`config.mk`:
```
export PLATFORM = sky130hd
export DESIGN_NAME = stepped_frequency_sweep_generator_flat
export DESIGN_NICKNAME = d
export VERILOG_FILES = /design/src/hw/rtl/sfsg_pkg.sv /design/src/hw/rtl/sfsg_if.sv /design/src/hw/rtl/stepped_frequency_sweep_generator.sv /design/src/hw/rtl/sfsg_div.sv /design/src/hw/rtl/sfsg_datapath.sv /design/src/hw/rtl/sfsg_ctrl.sv /design/src/flat_wrapper.sv
export SDC_FILE = /design/constraint.sdc
export NUM_CORES = 1
export LEC_CHECK = 0
export ABC_AREA = 1
export BUFFER_PORTS_ARGS = -buffer_cell sky130_fd_sc_hd__buf_2
export CAP_MARGIN = 20
export CORE_MARGIN = 3
export CORE_UTILIZATION = 54
export CTS_BUF_LIST = sky130_fd_sc_hd__clkbuf_2 sky130_fd_sc_hd__clkbuf_4 sky130_fd_sc_hd__clkbuf_8
export DETAILED_ROUTE_END_ITERATION = 16
export PLACE_DENSITY = 0.76
export SLEW_MARGIN = 20
export SYNTH_ARGS = -nofsm -noshare
export SYNTH_HDL_FRONTEND = slang
export SYNTH_SLANG_ARGS = --single-unit
```
`constraint.sdc`:
```
create_clock -name clk_i -period 3.4 [get_ports clk_i]
set_input_delay 0.68 -clock clk_i [delete_from_list [all_inputs] [get_ports clk_i]]
set_output_delay 0.68 -clock clk_i [all_outputs]
set_load 0.05 [all_outputs]
```
`src/hw/rtl/sfsg_pkg.sv`:
```
// package: shared widths, register indexes, reset values and control structs
`default_nettype none
package sfsg_pkg;

  // fixed field and register widths
  localparam int unsigned CLK_W      = 27;
  localparam int unsigned FREQ_CFG_W = 16;
  localparam int unsigned TPS_W      = 8;
  localparam int unsigned PFREQ_W    = 16;
  localparam int unsigned CFG_IDX_W  = 2;
  localparam int unsigned CFG_DATA_W = 27;

  // parameter defaults
  localparam int unsigned DEF_FREQ_BITS   = 16;
  localparam int unsigned DEF_PERIOD_BITS = 32;

  // register indexes
  localparam logic [CFG_IDX_W-1:0] REG_CLOCK_RATE  = 2'd0;
  localparam logic [CFG_IDX_W-1:0] REG_FIRST_FREQ  = 2'd1;
  localparam logic [CFG_IDX_W-1:0] REG_LAST_FREQ   = 2'd2;
  localparam logic [CFG_IDX_W-1:0] REG_TOGGLES     = 2'd3;

  // register reset values
  localparam logic [CLK_W-1:0]      RST_CLOCK_RATE = 27'd3685000;
  localparam logic [FREQ_CFG_W-1:0] RST_FIRST_FREQ = 16'd2500;
  localparam logic [FREQ_CFG_W-1:0] RST_LAST_FREQ  = 16'd3100;
  localparam logic [TPS_W-1:0]      RST_TOGGLES    = 8'd5;

  // controller to datapath
  typedef struct packed {
    logic tick;
  } sfsg_cmd_t;

  // datapath to controller
  typedef struct packed {
    logic div_req;
    logic div_done;
  } sfsg_stat_t;

endpackage
`default_nettype wire

```
`src/hw/rtl/sfsg_if.sv`:
```
// interfaces: tick request channel and result channel
`default_nettype none
interface sfsg_in_if;
  logic valid;
  logic ready;
  logic start_request;

  modport source (output valid, output start_request, input ready);
  modport sink (input valid, input start_request, output ready);
endinterface

interface sfsg_out_if;
  logic        valid;
  logic        ready;
  logic        drive_level;
  logic        sweep_done;
  logic        sweeping;
  logic [15:0] present_frequency;

  modport source (output valid, output drive_level, output sweep_done,
                  output sweeping, output present_frequency, input ready);
  modport sink (input valid, input drive_level, input sweep_done,
                input sweeping, input present_frequency, output ready);
endinterface
`default_nettype wire

```
`src/hw/rtl/stepped_frequency_sweep_generator.sv`:
```
// top level: stepped frequency sweep square-wave generator
//
//  channel  dir  word fields
//  req_i    in   start_request
//  res_o    out  drive_level, sweep_done, sweeping, present_frequency
//  cfg      in   cfg_we_i, cfg_idx_i, cfg_data_i (write only)
//
// each accepted word is one timer tick, yielding one result word in the next cycle
// a word that arms the sweep or steps the frequency starts the 27-step restoring
// divider; the next word is taken after the divider is done, other words back to back
// the result register frees as its word is taken, so a new word enters that cycle
// reset is asynchronous active low; output parks high at the start frequency
`default_nettype none
module stepped_frequency_sweep_generator #(
  parameter int unsigned FREQ_BITS   = sfsg_pkg::DEF_FREQ_BITS,
  parameter int unsigned PERIOD_BITS = sfsg_pkg::DEF_PERIOD_BITS
) (
  input  wire logic                            clk_i,
  input  wire logic                            rst_ni,
  input  wire logic                            cfg_we_i,
  input  wire logic [sfsg_pkg::CFG_IDX_W-1:0]  cfg_idx_i,
  input  wire logic [sfsg_pkg::CFG_DATA_W-1:0] cfg_data_i,
  sfsg_in_if.sink                              req_i,
  sfsg_out_if.source                           res_o
);
  import sfsg_pkg::*;

  sfsg_cmd_t  cmd;
  sfsg_stat_t stat;

  sfsg_ctrl u_ctrl (
    .clk_i       (clk_i),
    .rst_ni      (rst_ni),
    .in_valid_i  (req_i.valid),
    .out_ready_i (res_o.ready),
    .stat_i      (stat),
    .in_ready_o  (req_i.ready),
    .out_valid_o (res_o.valid),
    .cmd_o       (cmd)
  );

  sfsg_datapath #(
    .FREQ_BITS   (FREQ_BITS),
    .PERIOD_BITS (PERIOD_BITS)
  ) u_datapath (
    .clk_i               (clk_i),
    .rst_ni              (rst_ni),
    .cfg_we_i            (cfg_we_i),
    .cfg_idx_i           (cfg_idx_i),
    .cfg_data_i          (cfg_data_i),
    .start_request_i     (req_i.start_request),
    .cmd_i               (cmd),
    .stat_o              (stat),
    .drive_level_o       (res_o.drive_level),
    .sweep_done_o        (res_o.sweep_done),
    .sweeping_o          (res_o.sweeping),
    .present_frequency_o (res_o.present_frequency)
  );

endmodule
`default_nettype wire

```
`src/hw/rtl/sfsg_div.sv`:
```
// restoring divider: clock rate over frequency, one quotient bit per cycle, halved or quartered at the output
`default_nettype none
module sfsg_div #(
  parameter int unsigned FREQ_BITS   = sfsg_pkg::DEF_FREQ_BITS,
  parameter int unsigned PERIOD_BITS = sfsg_pkg::DEF_PERIOD_BITS
) (
  input  wire logic                          clk_i,
  input  wire logic                          rst_ni,
  input  wire logic                          start_i,
  input  wire logic [sfsg_pkg::CLK_W-1:0]    dividend_i,
  input  wire logic [FREQ_BITS-1:0]          divisor_i,
  input  wire logic                          shift_two_i,
  output logic                               done_o,
  output logic [PERIOD_BITS-1:0]             period_o
);
  import sfsg_pkg::*;

  localparam int unsigned CNT_W = $clog2(CLK_W);

  logic                 busy_q;
  logic                 done_q;
  logic [CNT_W-1:0]     cnt_q;
  logic [CLK_W-1:0]     num_q, num_d;
  logic [FREQ_BITS-1:0] rem_q, rem_d;
  logic [FREQ_BITS-1:0] den_q;
  logic                 sh2_q;
  logic [FREQ_BITS:0]   trial;
  logic [FREQ_BITS:0]   diff;
  logic                 qbit;

  always_comb begin
    trial = {rem_q, num_q[CLK_W-1]};
    diff  = trial - {1'b0, den_q};
    qbit  = (trial >= {1'b0, den_q});
    rem_d = qbit ? diff[FREQ_BITS-1:0] : trial[FREQ_BITS-1:0];
    num_d = {num_q[CLK_W-2:0], qbit};
  end

  always_ff @(posedge clk_i or negedge rst_ni) begin
    if (!rst_ni) begin
      busy_q <= 1'b0;
      done_q <= 1'b0;
      cnt_q  <= '0;
    end else begin
      done_q <= 1'b0;
      if (start_i) begin
        busy_q <= 1'b1;
        cnt_q  <= CNT_W'(CLK_W - 1);
      end else if (busy_q) begin
        if (cnt_q == '0) begin
          busy_q <= 1'b0;
          done_q <= 1'b1;
        end else begin
          cnt_q <= cnt_q - 1'b1;
        end
      end
    end
  end

  always_ff @(posedge clk_i) begin
    if (start_i) begin
      num_q <= dividend_i;
      rem_q <= '0;
      // a zero frequency divides as one
      den_q <= (divisor_i == '0) ? FREQ_BITS'(1) : divisor_i;
      sh2_q <= shift_two_i;
    end else if (busy_q) begin
      num_q <= num_d;
      rem_q <= rem_d;
    end
  end

  assign done_o   = done_q;
  assign period_o = sh2_q ? PERIOD_BITS'(num_q >> 2) : PERIOD_BITS'(num_q >> 1);

endmodule
`default_nettype wire

```
`src/hw/rtl/sfsg_datapath.sv`:
```
// datapath: config registers, sweep timer, toggle counter, frequency and period
`default_nettype none
module sfsg_datapath #(
  parameter int unsigned FREQ_BITS   = sfsg_pkg::DEF_FREQ_BITS,
  parameter int unsigned PERIOD_BITS = sfsg_pkg::DEF_PERIOD_BITS
) (
  input  wire logic                            clk_i,
  input  wire logic                            rst_ni,
  input  wire logic                            cfg_we_i,
  input  wire logic [sfsg_pkg::CFG_IDX_W-1:0]  cfg_idx_i,
  input  wire logic [sfsg_pkg::CFG_DATA_W-1:0] cfg_data_i,
  input  wire logic                            start_request_i,
  input  wire sfsg_pkg::sfsg_cmd_t             cmd_i,
  output sfsg_pkg::sfsg_stat_t                 stat_o,
  output logic                                 drive_level_o,
  output logic                                 sweep_done_o,
  output logic                                 sweeping_o,
  output logic [sfsg_pkg::PFREQ_W-1:0]         present_frequency_o
);
  import sfsg_pkg::*;

  logic [CLK_W-1:0]       clk_rate_q;
  logic [FREQ_CFG_W-1:0]  first_q;
  logic [FREQ_CFG_W-1:0]  last_q;
  logic [TPS_W-1:0]       tps_q;

  logic [PERIOD_BITS-1:0] tick_q;
  logic [PERIOD_BITS-1:0] half_q;
  logic [FREQ_BITS-1:0]   freq_q, freq_d;
  logic [TPS_W-1:0]       tog_q, tog_d;
  logic                   level_q, level_d;
  logic                   run_q, run_d;
  logic                   done_q, done_d;
  logic [PERIOD_BITS-1:0] tick_d;

  logic [FREQ_BITS-1:0]   first_m;
  logic [FREQ_BITS-1:0]   last_m;
  logic [FREQ_BITS-1:0]   freq_inc;
  logic [TPS_W-1:0]       tog_inc;
  logic                   match;
  logic                   arm;
  logic                   step;
  logic                   div_done;
  logic [PERIOD_BITS-1:0] div_period;

  assign first_m  = FREQ_BITS'(first_q);
  assign last_m   = FREQ_BITS'(last_q);
  assign freq_inc = (freq_q == '1) ? freq_q : freq_q + 1'b1;
  assign tog_inc  = tog_q + 1'b1;
  assign match    = (tick_q == half_q);
  assign arm      = !run_q && start_request_i;
  assign step     = run_q && match && (tog_inc == tps_q);

  always_comb begin
    tick_d  = tick_q;
    freq_d  = freq_q;
    tog_d   = tog_q;
    level_d = level_q;
    run_d   = run_q;
    done_d  = 1'b0;
    if (!run_q) begin
      if (start_request_i) begin
        run_d   = 1'b1;
        level_d = 1'b1;
        tick_d  = '0;
        tog_d   = '0;
        freq_d  = first_m;
      end
    end else if (!match) begin
      tick_d = tick_q + 1'b1;
    end else begin
      tick_d  = '0;
      level_d = !level_q;
      tog_d   = tog_inc;
      if (tog_inc == tps_q) begin
        freq_d = freq_inc;
        tog_d  = '0;
      end else if (freq_q == last_m) begin
        // sweep end: back to the start frequency, output parked high
        freq_d  = first_m;
        tog_d   = '0;
        level_d = 1'b1;
        run_d   = 1'b0;
        done_d  = 1'b1;
      end
    end
  end

  always_ff @(posedge clk_i or negedge rst_ni) begin
    if (!rst_ni) begin
      clk_rate_q <= RST_CLOCK_RATE;
      first_q    <= RST_FIRST_FREQ;
      last_q     <= RST_LAST_FREQ;
      tps_q      <= RST_TOGGLES;
    end else if (cfg_we_i) begin
      case (cfg_idx_i)
        REG_CLOCK_RATE: clk_rate_q <= cfg_data_i[CLK_W-1:0];
        REG_FIRST_FREQ: first_q    <= cfg_data_i[FREQ_CFG_W-1:0];
        REG_LAST_FREQ:  last_q     <= cfg_data_i[FREQ_CFG_W-1:0];
        REG_TOGGLES:    tps_q      <= cfg_data_i[TPS_W-1:0];
        default: ;
      endcase
    end
  end

  always_ff @(posedge clk_i or negedge rst_ni) begin
    if (!rst_ni) begin
      tick_q  <= '0;
      half_q  <= '0;
      freq_q  <= FREQ_BITS'(RST_FIRST_FREQ);
      tog_q   <= '0;
      level_q <= 1'b1;
      run_q   <= 1'b0;
      done_q  <= 1'b0;
    end else begin
      if (cmd_i.tick) begin
        tick_q  <= tick_d;
        freq_q  <= freq_d;
        tog_q   <= tog_d;
        level_q <= level_d;
        run_q   <= run_d;
        done_q  <= done_d;
      end
      if (div_done) begin
        half_q <= div_period;
      end
    end
  end

  sfsg_div #(
    .FREQ_BITS   (FREQ_BITS),
    .PERIOD_BITS (PERIOD_BITS)
  ) u_div (
    .clk_i       (clk_i),
    .rst_ni      (rst_ni),
    .start_i     (cmd_i.tick && (arm || step)),
    .dividend_i  (clk_rate_q),
    .divisor_i   (freq_d),
    .shift_two_i (arm),
    .done_o      (div_done),
    .period_o    (div_period)
  );

  assign stat_o.div_req  = arm || step;
  assign stat_o.div_done = div_done;

  assign drive_level_o       = level_q;
  assign sweep_done_o        = done_q;
  assign sweeping_o          = run_q;
  assign present_frequency_o = PFREQ_W'(freq_q);

endmodule
`default_nettype wire

```
`src/hw/rtl/sfsg_ctrl.sv`:
```
// controller: handshakes, result valid and wait for period division
`default_nettype none
module sfsg_ctrl (
  input  wire logic                 clk_i,
  input  wire logic                 rst_ni,
  input  wire logic                 in_valid_i,
  input  wire logic                 out_ready_i,
  input  wire sfsg_pkg::sfsg_stat_t stat_i,
  output logic                      in_ready_o,
  output logic                      out_valid_o,
  output sfsg_pkg::sfsg_cmd_t       cmd_o
);
  import sfsg_pkg::*;

  localparam logic ST_RUN = 1'b0;
  localparam logic ST_DIV = 1'b1;

  logic state_q, state_d;
  logic oval_q, oval_d;
  logic accept;

  assign in_ready_o = (state_q == ST_RUN) && (!oval_q || out_ready_i);
  assign accept     = in_valid_i && in_ready_o;

  always_comb begin
    state_d = state_q;
    case (state_q)
      ST_RUN: begin
        if (accept && stat_i.div_req) begin
          state_d = ST_DIV;
        end
      end
      ST_DIV: begin
        if (stat_i.div_done) begin
          state_d = ST_RUN;
        end
      end
      default: state_d = ST_RUN;
    endcase
  end

  always_comb begin
    oval_d = oval_q;
    if (accept) begin
      oval_d = 1'b1;
    end else if (out_ready_i) begin
      oval_d = 1'b0;
    end
  end

  always_ff @(posedge clk_i or negedge rst_ni) begin
    if (!rst_ni) begin
      state_q <= ST_RUN;
      oval_q  <= 1'b0;
    end else begin
      state_q <= state_d;
      oval_q  <= oval_d;
    end
  end

  assign out_valid_o = oval_q;
  assign cmd_o.tick  = accept;

endmodule
`default_nettype wire
```
`src/flat_wrapper.sv`:
```
// flat-port wrapper written by rule: the top's interface ports become plain ports
module stepped_frequency_sweep_generator_flat import sfsg_pkg::*;
#(
  parameter int unsigned FREQ_BITS   = sfsg_pkg::DEF_FREQ_BITS,
  parameter int unsigned PERIOD_BITS = sfsg_pkg::DEF_PERIOD_BITS
)
  (clk_i, rst_ni, cfg_we_i, cfg_idx_i, cfg_data_i, req_i_valid, req_i_start_request, req_i_ready, res_o_valid, res_o_drive_level, res_o_sweep_done, res_o_sweeping, res_o_present_frequency, res_o_ready);
  sfsg_in_if req_i_i ();
  sfsg_out_if res_o_i ();
  input  wire logic clk_i;
  input  wire logic rst_ni;
  input  wire logic cfg_we_i;
  input  wire logic [sfsg_pkg::CFG_IDX_W-1:0] cfg_idx_i;
  input  wire logic [sfsg_pkg::CFG_DATA_W-1:0] cfg_data_i;
  input wire logic [$bits(req_i_i.valid)-1:0] req_i_valid;
  input wire logic [$bits(req_i_i.start_request)-1:0] req_i_start_request;
  output wire logic [$bits(req_i_i.ready)-1:0] req_i_ready;
  output wire logic [$bits(res_o_i.valid)-1:0] res_o_valid;
  output wire logic [$bits(res_o_i.drive_level)-1:0] res_o_drive_level;
  output wire logic [$bits(res_o_i.sweep_done)-1:0] res_o_sweep_done;
  output wire logic [$bits(res_o_i.sweeping)-1:0] res_o_sweeping;
  output wire logic [$bits(res_o_i.present_frequency)-1:0] res_o_present_frequency;
  input wire logic [$bits(res_o_i.ready)-1:0] res_o_ready;
  assign req_i_i.valid = req_i_valid;
  assign req_i_i.start_request = req_i_start_request;
  assign req_i_ready = req_i_i.ready;
  assign res_o_valid = res_o_i.valid;
  assign res_o_drive_level = res_o_i.drive_level;
  assign res_o_sweep_done = res_o_i.sweep_done;
  assign res_o_sweeping = res_o_i.sweeping;
  assign res_o_present_frequency = res_o_i.present_frequency;
  assign res_o_i.ready = res_o_ready;
  stepped_frequency_sweep_generator #(.FREQ_BITS(FREQ_BITS), .PERIOD_BITS(PERIOD_BITS)) u_core (.clk_i(clk_i), .rst_ni(rst_ni), .cfg_we_i(cfg_we_i), .cfg_idx_i(cfg_idx_i), .cfg_data_i(cfg_data_i), .req_i(req_i_i), .res_o(res_o_i));
endmodule
```
==> metrics.md, run 1 <==
| Metric | Value |
|---|---|
| Status | completed |
| CTS Root Cell | clkbuf_8 |
| HPWL Detailed | 23.7 mm |
| Syn Nets | 1683 |
| Die height | 158 µm |
| Clock sinks | 221 |
| Post-DRT Antenna Nets | 0 |
| Peak fanout along the critical path | 42 |
| Core area | 22200 µm² |
| Worst skew pair latency | 540 ps |
| Fin crit share | 90.7% |
| Setup violators final | 0 |
| Vias per cell | 5.55 |
| Die area | 24800 µm² |
| First-pass GRT wire length | 54.2 mm |
| CP startpoint kind | register |
| Total track usage | 27.2% |
| Worst-Margin Slew | 1020 ps |
| Vias | 11100 |
| CTS HTree Levels | 2 |
| Syn Inst Count | 1626 |
| Max-Cap Viols | 0 |
| Met3 Usage GRT | 4.21% |
| Chip width | 158 µm |
| Post-Route WL | 33.0 mm |
| Setup WS pre-CTS | 330 ps |
| Slowest CP cell | nand2_4 |
| Hold-fix buffers, CTS | 0 |
| Drt wl/cell | 16.5 µm |
| Max transition margin | 31.9% |
| Diode count | 0 |
| CP Capture Type | register |
| Setup crit start | u_core.u_datapath.tog_q[0] |
| Row cnt | 54 |
| HP Class | input port to asynchronous set/reset pin |
| Worst path required time | 3820 ps |
| Drt first pass iters | 5 |
| IO buf count | 55 |
| Met1 Use GR | 37.9% |
| Post-cts sizing count | 0 |
| Post-CTS Setup Repair Bufs | 0 |
| Met2 GRT Util | 44.7% |
| Slew Viols, Final | 0 |
| WP data arrival | 3500 ps |
| Nets | 1749 |
| Number of remaining DRC errors | 0 |
| Max VDD drop | 0.801 mV |
| Minimum clock period | 3080 ps |
| Share of layout cells above drive strength 1 | 13.0% |
| Synth warnings | 0 |
| Total power | 0.0107 W |
| Vias in the first global route | 10600 |
| RSZ-0062 raised after global routing | false |
| Initial antenna violation count | 0 |
| Final hold violations | 0 |
| Worst Skew | 30.4 ps |
| Top Usage Layer GRT | met2 |
| Top Ports | 56 |
| Area Growth Syn to Fin | 11.4% |
| GPL Wtd Cong | 0.914 |
| Total gr overflow | 0 |
| Cell Pwr Density | 778 nW/µm² |
| F_max | 0.324 GHz |
| Crit path cell chain | ha_1 -> xnor2_1 -> nor2_1 -> nor2_1 -> nand3_1 -> nor2_8 -> nand2_4 -> nand2_2 -> nand2_4 -> nand2_4 -> nor2_1 -> a31oi_1 -> inv_1 |
| CTS Buffer Depth | 3 |
| Area of the multi-input gates | 5630 µm² |
| Register area | 5700 µm² |
| Avg Cell Area, Syn | 7.62 µm² |
| Setup TNS | 0 ps |
| Sequential-to-total area share from yosys stat | 46.0% |
| Largest net degree at the start of global routing | 58 |
| Worst-path clk slew | 60 ps |
| CP max stage delay | 480 ps |
| CTS tree | yes |
| Initial Utilization | 55.9% |
| Count of cell types in the netlist | 53 |
| Synth Register Bits | 221 |
| Number of fill cells | 1958 |
| WS Path Type | register to register |
| Synthesized area | 12400 µm² |
| Pleak | 6.77 nW |
| Iteration-0 DRC Markers | 879 |
| Worst Slack Setup Final | 317 ps |
| Number of CTS-inserted buffers | 38 |
| Reg2reg start | u_core.u_datapath.tog_q[0] |
-- layer usage --
metal | vias up | routed length (µm)
li1 | 5412 | -
met5 | - | 0
met3 | 59 | 2220
met4 | 0 | 681
met1 | 5225 | 14500
met2 | 411 | 15600
-- critical path: cells and delay by family (launching register included) --
| kind | cells | cell delay (ps) |
|---|---|---|
| fa+ha+maj | 1 | 300 |
| simple gates | 9 | 1700 |
| compound gates | 1 | 200 |
| flops | 1 | 440 |
| buf+inv | 1 | 50 |
| xor+xnor | 1 | 270 |
-- sequential cells by signal, summed over array words and instances, names as in the netlist --
signal,count
u_core.u_datapath.half_q,26
u_core.u_datapath.u_div.rem_q,16
u_core.u_ctrl.out_valid_o,1
u_core.u_datapath.u_div.cnt_q,5
u_core.u_datapath.present_frequency_o,16
u_core.u_datapath.drive_level_o,1
u_core.u_datapath.clk_rate_q,27
u_core.u_datapath.u_div.den_q,16
u_core.u_datapath.last_m,16
u_core.u_datapath.tps_q,8
u_core.u_datapath.tog_q,8
u_core.u_datapath.u_div.busy_q,1
u_core.u_datapath.first_m,16
u_core.u_datapath.u_div.num_q,27
u_core.u_datapath.u_div.done_o,1
u_core.u_datapath.tick_q,32
u_core.u_ctrl.state_q,1
u_core.u_datapath.sweep_done_o,1
u_core.u_datapath.u_div.sh2_q,1
u_core.u_datapath.sweeping_o,1
-- cells by family after synthesis --
family	Yosys count	share of synthesized area, %
xor+xnor	42	2.97
simple gates	811	27.9
fa+ha+maj	22	2.28
buf+inv	271	8.63
flops	221	46.0
mux	11	0.999
compound gates	248	11.2
-- cell usage in the layout (no fill, tap or decap), drive strengths merged, types with 11 or more instances in the layout --
| cell type | count |
|---|---|
| clkinv | 14 |
| nor3 | 27 |
| a21oi | 26 |
| clkbuf | 52 |
| nand3 | 98 |
| xor2 | 29 |
| inv | 217 |
| mux2 | 11 |
| a31oi | 22 |
| dfstp | 27 |
| ha | 21 |
| o22ai | 27 |
| nor2 | 158 |
| o21ai | 141 |
| dfrtp | 134 |
| buf | 79 |
| dfxtp | 16 |
| a22oi | 17 |
| xnor2 | 13 |
| edfxtp | 44 |
| nand4 | 22 |
| nand2 | 487 |
-- metrics by stage --
step	hold slack [ps]	util (%)	instances	area, µm²
CTS	126	62.3	2002	13800
floorplan	384	-	1626	12400
global route	140	62.3	2002	13800
finish	124	62.3	2002	13800
detailed placement	465	58.6	1932	13000
global placement	462	58.6	1932	13000
-- power breakdown --
part / switching (W) / internal (W) / total [W]
Clock: 0.00112 / 0.00150 / 0.00262
Combinational: 0.00257 / 0.00134 / 0.00391
Sequential: 0.000697 / 0.00351 / 0.00421
Total: 0.00439 / 0.00635 / 0.0107
-- synthesized netlist by cell type, drive strengths merged --
| library cell | number | area share [%] |
|---|---|---|
| nor3b | 6 | 0.36 |
| a21o | 2 | 0.12 |
| nor2 | 158 | 5.6 |
| fa | 1 | 0.16 |
| o211ai | 1 | 0.061 |
| and3 | 1 | 0.051 |
| dfrtp | 134 | 27 |
| mux2 | 11 | 1.0 |
| nor4 | 6 | 0.30 |
| and2 | 1 | 0.071 |
| clkbuf | 34 | 1.0 |
| nor3 | 27 | 1.1 |
| nand3b | 3 | 0.18 |
| dfstp | 27 | 5.7 |
| inv | 216 | 6.6 |
| ha | 21 | 2.1 |
| a31oi | 22 | 1.1 |
| xnor2 | 13 | 0.92 |
| dfxtp | 16 | 2.6 |
| buf | 19 | 0.97 |
| o21bai | 2 | 0.12 |
| nand3 | 98 | 4.0 |
| or2 | 2 | 0.10 |
| nand2 | 487 | 15 |
| a21boi | 2 | 0.12 |
| o21ai | 141 | 5.7 |
| a211oi | 1 | 0.061 |
| a22oi | 17 | 1.0 |
| edfxtp | 44 | 11 |
| a221oi | 1 | 0.071 |
| xor2 | 29 | 2.0 |
| o22ai | 27 | 1.4 |
| o21a | 3 | 0.18 |
| o2111ai | 1 | 0.071 |
| nand4 | 22 | 1.1 |
| clkinv | 2 | 0.061 |
| o31ai | 2 | 0.12 |
| a21oi | 26 | 1.0 |
-- final timing paths --
path                                                    end  slack (ps)  cells after the start
setup / recovery           u_core.u_datapath.u_div.rem_q[0]         320                     13
hold / removal                   u_core.u_datapath.tps_q[6]         120                      1
setup reg to reg           u_core.u_datapath.u_div.rem_q[0]         320                     13
hold reg to reg            u_core.u_datapath.u_div.cnt_q[4]         480                      1
max in group asynchronous      u_core.u_datapath.first_m[7]        2430                      2
min in group clk_i                u_core.u_ctrl.out_valid_o         340                      2
-- layout make-up --
| class | instances | share of cell area (%) |
|---|---|---|
| Inverter | 218 | 5.95 |
| Multi-Input combinational cell | 1134 | 40.8 |
| Timing Repair Buffer | 79 | 3.44 |
| Tap cell | 280 | 2.54 |
| Sequential cell | 221 | 41.3 |
| Clock buffer | 52 | 4.78 |
| Clock inverter | 18 | 1.22 |
Note: power is estimated with default switching activity, not from simulation.
==> run 2, diff against run 1 <==
- CELL_PAD_IN_SITES_DETAIL_PLACEMENT: default -> 0
- CELL_PAD_IN_SITES_GLOBAL_PLACEMENT: default -> 2
- CORE_UTILIZATION: 54 -> 38
- PLACE_DENSITY: 0.76 -> 0.87
==> metrics.md, run 2 (same netlist as run 1, synthesis figures left out) <==
| Metric | Value |
|---|---|
| Status | completed |
| Drt wl/cell | 16.5 µm |
| CTS HTree Levels | 2 |
| Commonest non-fill, non-tap cells in the layout | nand2_1 (479), inv_1 (203), nor2_1 (145), dfrtp_1 (134), o21ai_0 (131) |
| CP top delay family | simple AND/OR/NAND/NOR gates |
| Vias in the first global route | 10700 |
| HP Class | input port to asynchronous set/reset pin |
| Clock sinks | 221 |
| Worst Skew | 20.9 ps |
| Initial antenna violation count | 0 |
| Number of CTS-inserted buffers | 41 |
| Share of layout cells above drive strength 1 | 13.7% |
| Clock share of power | 26.1% |
| Max VDD drop | 0.340 mV |
| Hold-fix buffers, CTS | 0 |
| F_max | 0.341 GHz |
| GPL Wtd Cong | 0.844 |
| Row cnt | 65 |
| Max-Cap Viols | 0 |
| Diode count | 0 |
| IO buf count | 55 |
| Post-cts sizing count | 0 |
| Number of remaining DRC errors | 0 |
| Initial Utilization | 38.9% |
| Fin cells | 2170 |
| Setup WS pre-CTS | 487 ps |
| First-pass GRT wire length | 58.2 mm |
| Die area | 34800 µm² |
| Largest register FFs | 32 |
| Net Switching | 0.00443 W |
| Setup TNS | 0 ps |
| WP buf/inv | 2 |
| WP data arrival | 3380 ps |
| Cell Pwr Density | 777 nW/µm² |
| Final hold violations | 0 |
| Comb pwr share | 35.9% |
| Post-DRT Antenna Nets | 0 |
| Setup violators final | 0 |
| Vias | 10900 |
| Vias per cell | 5.03 |
| Crit path top cell by count | nand2_4 |
| CTS tree | yes |
| Top reg by flops | u_core.u_datapath.tick_q |
| Core area | 31900 µm² |
| Commonest non-fill, non-tap cell in the layout | nand2_1 |
| CP Capture Type | register |
| WS Path Type | register to register |
| Die height | 187 µm |
| RSZ-0062 raised after global routing | false |
| Minimum clock period | 2930 ps |
| Worst-path clk slew | 60 ps |
| CTS Root Cell | clkbuf_8 |
| Switching Fraction | 40.2% |
| Iteration-0 DRC Markers | 737 |
| Top Ports | 56 |
| Worst path required time | 3840 ps |
| Total gr overflow | 0 |
| Area Growth Syn to Fin | 14.4% |
| Top Registers | u_core.u_datapath.tick_q: 32 flops, u_core.u_datapath.clk_rate_q: 27 flops, u_core.u_datapath.u_div.num_q: 27 flops |
| Post-Route WL | 35.8 mm |
| Int Pwr | 0.00659 W |
| Pleak | 6.87 nW |
| Crit path cell chain | ha_1 -> nand3_2 -> nor2_1 -> nand2_1 -> nand3_1 -> nand3_2 -> nor2_8 -> nand2_4 -> nand2_2 -> nand2_4 -> nand2_4 -> buf_12 -> nor2_1 -> a31oi_1 -> inv_1 |
| Slowest CP cell | dfrtp_1 |
| Chip width | 187 µm |
| Worst-Margin Slew | 881 ps |
| Total track usage | 20.4% |
| Worst skew pair latency | 550 ps |
| Total power | 0.0110 W |
| CTS Buffer Depth | 3 |
| Post-Place Cells | 2095 |
| Fin crit share | 86.3% |
| CP startpoint kind | register |
| Slew Viols, Final | 0 |
| Post-CTS Setup Repair Bufs | 0 |
| Max transition margin | 41.1% |
| CP max stage delay | 440 ps |
| Worst Slack Setup Final | 466 ps |
| Peak fanout along the critical path | 23 |
| HPWL Detailed | 25.9 mm |
| Drt first pass iters | 5 |
| Seq pwr share | 38.0% |
| Nets | 1760 |
| Largest net degree at the start of global routing | 71 |
==> run 2: changes by cell type in the layout (fill, tap and decap cells not counted), moves of 2 or more <==
cell and change:
clkbuf_8 +7, clkinv_2 -3, buf_4 +6, buf_12 +2, clkinv_1 -2, clkbuf_4 +4
==> run 2: path summary, 6_finish.rpt <==
| kind | cells after the start | from | to | slack (ps) |
|---|---|---|---|---|
| worst max-delay path | 15 | u_core.u_datapath.tog_q[0] | u_core.u_datapath.u_div.rem_q[6] | 470 |
| worst min-delay path | 1 | rst_ni | u_core.u_datapath.tog_q[7] | 170 |
| worst max register to register | 15 | u_core.u_datapath.tog_q[0] | u_core.u_datapath.u_div.rem_q[6] | 470 |
| worst min register to register | 1 | u_core.u_datapath.u_div.cnt_q[4] | u_core.u_datapath.u_div.cnt_q[4] | 470 |
| max in group asynchronous | 2 | rst_ni | u_core.u_datapath.present_frequency_o[11] | 2280 |
| min in group clk_i | 2 | res_o_ready | u_core.u_ctrl.out_valid_o | 320 |
==> run 2: area by class of cell <==
class | count | area (µm²)
fillers | 3345 | 17700
repair buffers | 87 | 559
clock inverters | 12 | 139
flip-flops and latches | 221 | 5700
clock buffers | 63 | 786
multi-input cells | 1134 | 5620
well taps | 435 | 544
inverters | 218 | 821
==> run 2: power by group through the flow <==
stage          Sequential (W)  Clock (W)  Combinational [W]
2_1_floorplan         0.00431          0            0.00268
3_3_place_gp          0.00422          0            0.00397
3_5_place_dp          0.00422          0            0.00397
4_1_cts               0.00419    0.00296            0.00399
5_1_grt               0.00428    0.00308            0.00453
6_report              0.00419    0.00287            0.00396
==> run 2: stage by stage <==
stage	hold slack, ps	util, %	instance area (µm²)
2_1_floorplan	384	-	12400
3_3_place_gp	466	41.6	13300
3_5_place_dp	467	41.6	13300
4_1_cts	164	44.5	14200
5_1_grt	201	44.5	14200
6_report	172	44.5	14200
==> run 2: metal layers <==
metal  global-route usage (%)  wire (µm)  up-vias
li1                         -          -     5439
met1                     29.6      17500     5145
met2                     31.6      15700      263
met3                     3.01       1660       66
met4                     6.46        916        0
met5                        0          0        -
